`src/hdl/sptc_pkg.sv`:
```
`default_nettype none
package sptc_pkg;

  localparam int unsigned BeamsDefault     = 2048;
  localparam int unsigned RangeBitsDefault = 16;
  localparam int unsigned RangeBitsMax     = 24;
  localparam int unsigned BeamW            = 11;
  localparam int unsigned QueueDepth       = 4;
  localparam int unsigned QueuePtrW        = $clog2(QueueDepth);
  localparam int unsigned QueueCntW        = $clog2(QueueDepth + 1);

  localparam int unsigned CordicIters = 28;
  localparam int unsigned VecW        = 44;   // x/y datapath, holds range * gain plus growth
  localparam int unsigned AngW        = 34;   // residual angle
  localparam int unsigned OutW        = 17;
  localparam logic [15:0] GainQ16     = 16'd39797;

  localparam logic signed [31:0] AngleBaseRst = -32'sd1620048779;
  localparam logic signed [15:0] XShiftRst    = 16'sd130;

  typedef enum logic [1:0] {
    REG_ANGLE_STEP = 2'd0,
    REG_ANGLE_BASE = 2'd1,
    REG_X_SHIFT    = 2'd2
  } reg_idx_e;

  localparam logic [31:0] AtanTab [CordicIters] = '{
    32'd536870912, 32'd316933406, 32'd167458907, 32'd85004756, 32'd42667331,
    32'd21354465, 32'd10679838, 32'd5340245, 32'd2670163, 32'd1335087,
    32'd667544, 32'd333772, 32'd166886, 32'd83443, 32'd41722, 32'd20861,
    32'd10430, 32'd5215, 32'd2608, 32'd1304, 32'd652, 32'd326, 32'd163,
    32'd81, 32'd41, 32'd20, 32'd10, 32'd5
  };

  typedef struct packed {
    logic [BeamW-1:0]        beam;
    logic [RangeBitsMax-1:0] range;
  } sptc_item_t;

  typedef struct packed {
    logic [QueueCntW-1:0] count;
    logic                 full;
    logic                 empty;
  } sptc_qstat_t;

endpackage
`default_nettype wire

```
`src/hdl/sptc_queue.sv`:
```
`default_nettype none
module sptc_queue (
  input  wire logic                  clk_i,
  input  wire logic                  rst_ni,
  input  wire logic                  push_i,
  input  wire sptc_pkg::sptc_item_t  item_i,
  input  wire logic                  pop_i,
  output sptc_pkg::sptc_item_t       item_o,
  output sptc_pkg::sptc_qstat_t      stat_o
);

  sptc_pkg::sptc_item_t            mem [sptc_pkg::QueueDepth];
  logic [sptc_pkg::QueuePtrW-1:0]  wr_ptr_q, rd_ptr_q;
  logic [sptc_pkg::QueueCntW-1:0]  cnt_q, cnt_d;
  logic                            do_push, do_pop;

  assign stat_o.count = cnt_q;
  assign stat_o.full  = (cnt_q == sptc_pkg::QueueCntW'(sptc_pkg::QueueDepth));
  assign stat_o.empty = (cnt_q == '0);
  assign do_push = push_i && !stat_o.full;
  assign do_pop  = pop_i && !stat_o.empty;
  assign item_o  = mem[rd_ptr_q];

  always_comb begin
    cnt_d = cnt_q;
    if (do_push && !do_pop) begin
      cnt_d = cnt_q + 1'b1;
    end else if (do_pop && !do_push) begin
      cnt_d = cnt_q - 1'b1;
    end
  end

  always_ff @(posedge clk_i or negedge rst_ni) begin
    if (!rst_ni) begin
      wr_ptr_q <= '0;
      rd_ptr_q <= '0;
      cnt_q    <= '0;
    end else begin
      cnt_q <= cnt_d;
      if (do_push) begin
        wr_ptr_q <= wr_ptr_q + 1'b1;
      end
      if (do_pop) begin
        rd_ptr_q <= rd_ptr_q + 1'b1;
      end
    end
  end

  always_ff @(posedge clk_i) begin
    if (do_push) begin
      mem[wr_ptr_q] <= item_i;
    end
  end

`ifndef SYNTHESIS
  a_no_pop_empty: assert property (@(posedge clk_i) disable iff (!rst_ni)
    pop_i |-> !stat_o.empty) else $error("pop from empty queue");
  a_cnt_bound: assert property (@(posedge clk_i) disable iff (!rst_ni)
    cnt_q <= sptc_pkg::QueueCntW'(sptc_pkg::QueueDepth)) else $error("queue overflow");
  a_cnt_track: assert property (@(posedge clk_i) disable iff (!rst_ni)
    (push_i && !pop_i && !stat_o.full) |=> (cnt_q == $past(cnt_q) + 1'b1))
    else $error("queue count lost a push");
`endif

endmodule
`default_nettype wire

```
`config.mk`:
```
export PLATFORM = sky130hd
export DESIGN_NAME = sptc_queue
export DESIGN_NICKNAME = d
export VERILOG_FILES = /design/src/hdl/sptc_pkg.sv /design/src/hdl/sptc_queue.sv
export SDC_FILE = /design/constraint.sdc
export NUM_CORES = 1
export LEC_CHECK = 0
export ABC_CLOCK_PERIOD_IN_PS = 3400
export BUFFER_PORTS_ARGS = -buffer_cell sky130_fd_sc_hd__buf_4
export CELL_PAD_IN_SITES_DETAIL_PLACEMENT = 1
export CELL_PAD_IN_SITES_GLOBAL_PLACEMENT = 1
export CORE_ASPECT_RATIO = 0.7
export CORE_UTILIZATION = 53
export DETAILED_ROUTE_END_ITERATION = 12
export HOLD_SLACK_MARGIN = 0.12
export PLACE_DENSITY = 0.8
export SLEW_MARGIN = 20
export SYNTH_ARGS = -nofsm -noshare
export SYNTH_HDL_FRONTEND = slang
export SYNTH_SLANG_ARGS = --single-unit
```
`constraint.sdc`:
```
create_clock -name clk_i -period 3.4 [get_ports clk_i]
set_clock_uncertainty 0.05 [all_clocks]
set_input_delay 0.34 -clock clk_i [delete_from_list [all_inputs] [get_ports clk_i]]
set_output_delay 0.34 -clock clk_i [all_outputs]
set_load 0.02 [all_outputs]
```
# After elaboration in Yosys (flattened, before gate mapping)
# Memories as Yosys holds them, arrays and structs flattened.
# Index checks and enable logic that the tools add are counted.
# totals
output_inout_bits,40
ram_bits,140
ff_bits,7
memories,1
in_bits,39
# mem_list
memory,words,width,rd,rd_ports_with_merged_regs,wr,line_no,source
mem,4,35,1,0,1,sptc_queue.sv:12,sptc_pkg::sptc_item_t mem [sptc_pkg::QueueDepth];
# classes
n_reduce_logical,10
muxes,4
eq_ne,1
addsub,4
# op_table
cell,count
two-way mux 3 bit,2
"adder 2 x 1 -> 2 bit, second input constant",2
logical AND 1 bit,4
logical NOT 1 bit,4
"adder 3 x 1 -> 3 bit, second input constant",1
"== test 3 bit, second input constant",1
logical NOT 3 bit,1
"subtractor 3 x 1 -> 3 bit, second input constant",1
two-way mux 1 bit,2
nonzero test 2 bit,1

# Longest topological paths before layout
# depth
ltp_word,7
ltp_mapped,9

# Least setup slack after synthesis
# OpenSTA, ideal clock, no wires.
# synth_timing
path_kind,reg-to-reg
start,register cnt_q[2] in the netlist's numbering
end,"memory mem[0][0] in the netlist's numbering, enable pin"
arrival_ns,1.852
n_path_buf,1
path_slack_ns,1.103
setup_time_ns,0.395
path_stages_with_launch,5
synth_period_minus_slack_ns,2.297
path_cell_list,dfrtp_1 > nor3b_2 > nor2b_1 > buf_6 > and2_1
# synth_rtl
element,line_no,source
"start, declared",sptc_queue.sv:14,"logic [sptc_pkg::QueueCntW-1:0] cnt_q, cnt_d;"
"start signal, assigned",sptc_queue.sv:39,cnt_q <= cnt_d;
"end, declared",sptc_queue.sv:12,

==> impl_results.md <==
* CTS resizes at 0
* GRT overflow at 0
* Number of diodes at 0
* Design Area, Final at about 0.0072 mm²
* Reg2Reg Depth at 4
* Vias in the first global route at 3075
* LEAKAGE at 0.00260 µW
* Pre-antenna DRT Iters at 4
* Worst-Margin Slew at 0.973 ns
* H-Tree Depth at 4
* Clock power frac at 29.9%
* Number of synthesized flops with an enable pin at 140
* CP max FO at 20
* Final hold vios at 0
* CTS root buf: clkbuf_16
* Largest net degree at the start of global routing at 37
* Final worst-path cycle share at 77.3%
* Crit path arrival time at 2.24 ns
* Area contributors post-synth: edfxtp_1 (76%), mux4_2 (11%), mux4_1 (3.3%)
* Clk sink count at 147
* Fraction of layout cells with a size suffix above 1 at 41.2%
* Final nets at 391
* Worst vdd ir at between 0.7 and 0.8 mV
* Total CTS buffers at 17
* Remaining DRCs at 0
* RSZ-0062 raised after global routing: false
* First-pass GRT wire length at 18100 µm
* Most frequent cells in the layout: edfxtp_1 (140), buf_4 (80), dlygate4sd3_1 (36), mux4_2 (28), clkbuf_16 (17)
* CTS tree: yes
* Mapped Avg Cell Area at approximately 25 µm²
* CP top delay family: flip-flops
* Post-DP HPWL at 6470 µm
* Ys Warns at 0
* Routed len/inst at 25.2 µm
* Total wire length at 12300 µm
* Clock buffer depth at 2
* Area Overhead vs Synth at 30.4%
* Core ar. at 0.00991 mm²
* Synth top area share at 75.9%
* Row count at 30
* Hold Buf Count CTS at 36
* WP buf/inv at 2
* Worst-Skew Late Latency at 0.41 ns
* Hold Crit Class: in -> reg
* Main synth FF type: edfxtp_1
* IO Count at 79
* Die Area at ~0.011 mm²
* Hold path startpoint: pop_i
* Switching power at about 2100 µW
* Switching part of the total power at about 30%
* Placer Congestion at ~0.77
* Die Y at a little under 90 µm
* Kind of critical path: reg -> out
* Vias/cell at 5.67
* Slew Viols, Final at 0
* Commonest non-fill, non-tap cell in the layout: edfxtp_1
* Routed vias at 2759
* Seq pwr share at 39.8%
* Startpoint Class: flop
* Internal at 4700 µW
* Number of port buffers at 78
* PwrDens at ~940 mW/mm²
* Synthesized instance count at around 220
* CP Capture Type: primary output
* Outcome: finished, final reports clean
* DR iter-0 viols at 236
* Cells after DPL at ~420
* Final non-filler cell total at about 490
* R2R Path End: mem[0][5]$_DFFE_PP_
* DRT antenna net count at 0
* Slew HR at 35.1%
* Antenna violations before repair at 0
* Post-CTS Setup Bufs at 0
* Hold Path Stages at 3
* Initial core utilization at a little under three fifths
* Total track usage at 25.1%
* WHS Endpoint: rd_ptr_q[0]$_DFFE_PN0P_
* Setup Viol. Count Final at 0
* Asr flop ratio synth at 4.76%
* CTS clock-pin slew for the worst setup and hold paths at 0.06 ns
* CP peak stage delay at approximately 0.75 ns
* Crit path cell chain: buf_12 -> mux4_2 -> buf_4
* Synth Net Count at 264
* Reg2reg start: cnt_q[2]$_DFFE_PN0P_
* Seq/Total Area, Yosys at a little under 80%
* Cell Area, Placed at 0.00622 mm²
* Min cycle time layout at around 2.6 ns
* Max Freq at 380 MHz
* Final hold slack at 0.204 ns
* Comb power frac at 30.4%
* Pre-CTS setup slack at 0.938 ns
* Critical Path Slowest Stage Cell: dfrtp_2
* Distinct cells, synth at 21
* Post-Syn Area at 0.00554 mm²
* FF+latch count, synth at between 100 and 150
* Max cap viols at 0
* Worst reg-to-reg setup slack at 0.92 ns
* Worst setup margin at between 0.7 and 0.8 ns
* Fin Setup TNS at 0 ns
* Die width at 124 µm
* Critical Path RT at 3.01 ns
* Yosys top cell by area: edfxtp_1
==> worst reg2reg max path: cells and delay by family, from the launching register on <==
family	cells	cell delay (ns)
buffers and inverters	1	0.30
AND/OR/NAND/NOR	3	1.42
flip-flops	1	0.42
==> power groups by stage <==
stage | logic, µW | registers (µW) | clock network [µW]
after global routing | 2210 | 2740 | 2110
after global placement | 1970 | 2690 | 0
final | 2060 | 2700 | 2030
after CTS | 2060 | 2700 | 2040
after floorplan | 1430 | 2540 | 0
after detailed placement | 2000 | 2730 | 0
==> cell families (layout without fill, tap and decap cells) <==
group                      count (synthesis)  count (layout)  synth area share (%)
muxes                                     37              37                  15.2
DFF                                      147             147                  79.1
xor gates and xnor gates                   6               6                 0.949
and+or+nand+nor                           10              10                  1.13
buffers and inverters                     13             153                  2.12
adders and majority gates                  6               6                  1.49
==> routing by layer <==
metal / wire length, µm / share of wire (%) / global-route usage, % / up-vias
li1: - / - / - / 1183
met1: 5050 / 41 / 31.2 / 1472
met2: 6520 / 53 / 43.2 / 93
met3: 575 / 4.7 / 6.68 / 11
met4: 132 / 1.1 / 8.66 / 0
met5: 0 / 0 / 0 / -
==> how the worst max path moves through the flow <==
stage / from / end / cells after the start / slack [ns]
6_report: rd_ptr_q[0]$_DFFE_PN0P_ / item_o[8] / 3 / 0.77
5_1_grt: rd_ptr_q[0]$_DFFE_PN0P_ / item_o[8] / 3 / 0.67
4_1_cts: rd_ptr_q[0]$_DFFE_PN0P_ / item_o[8] / 3 / 0.75
3_5_place_dp: cnt_q[2]$_DFFE_PN0P_ / mem[2][25]$_DFFE_PP_ / 3 / 0.94
3_3_place_gp: cnt_q[2]$_DFFE_PN0P_ / mem[1][26]$_DFFE_PP_ / 3 / 1.12
2_1_floorplan: cnt_q[2]$_DFFE_PN0P_ / mem[0][0]$_DFFE_PP_ / 4 / 1.10
==> registers in the layout (all words and copies together), names as in the netlist <==
| register | flops |
|---|---|
| wr_ptr_q | 2 |
| rd_ptr_q | 2 |
| mem | 140 |
| cnt_q | 3 |
==> metrics by stage <==
step / util [%] / total power (µW)
final: 72.8 / 6790
after global routing: 72.8 / 7060
after CTS: 72.8 / 6810
after detailed placement: 62.8 / 4730
after global placement: 62.8 / 4660
after floorplan: - / 3970
==> layout make-up <==
cell class                 instances  area (µm²)
sequential                       147        4380
fill                             764        2690
multi-input combinational         59        1040
timing repair buffer             117         981
clock buffer                      17         425
clock inverter                    15         211
tap                              128         160
inverter                           4        15.0
==> cell usage after synthesis (2+ instances only) <==
cell,instances
ha_1,5
buf_2,4
xnor2_1,4
inv_1,4
and2_1,4
mux4_1,7
buf_12,3
mux4_2,28
edfxtp_1,140
xor2_1,2
dfrtp_1,7
buf_6,2
Power figures use the tool's default switching activity.
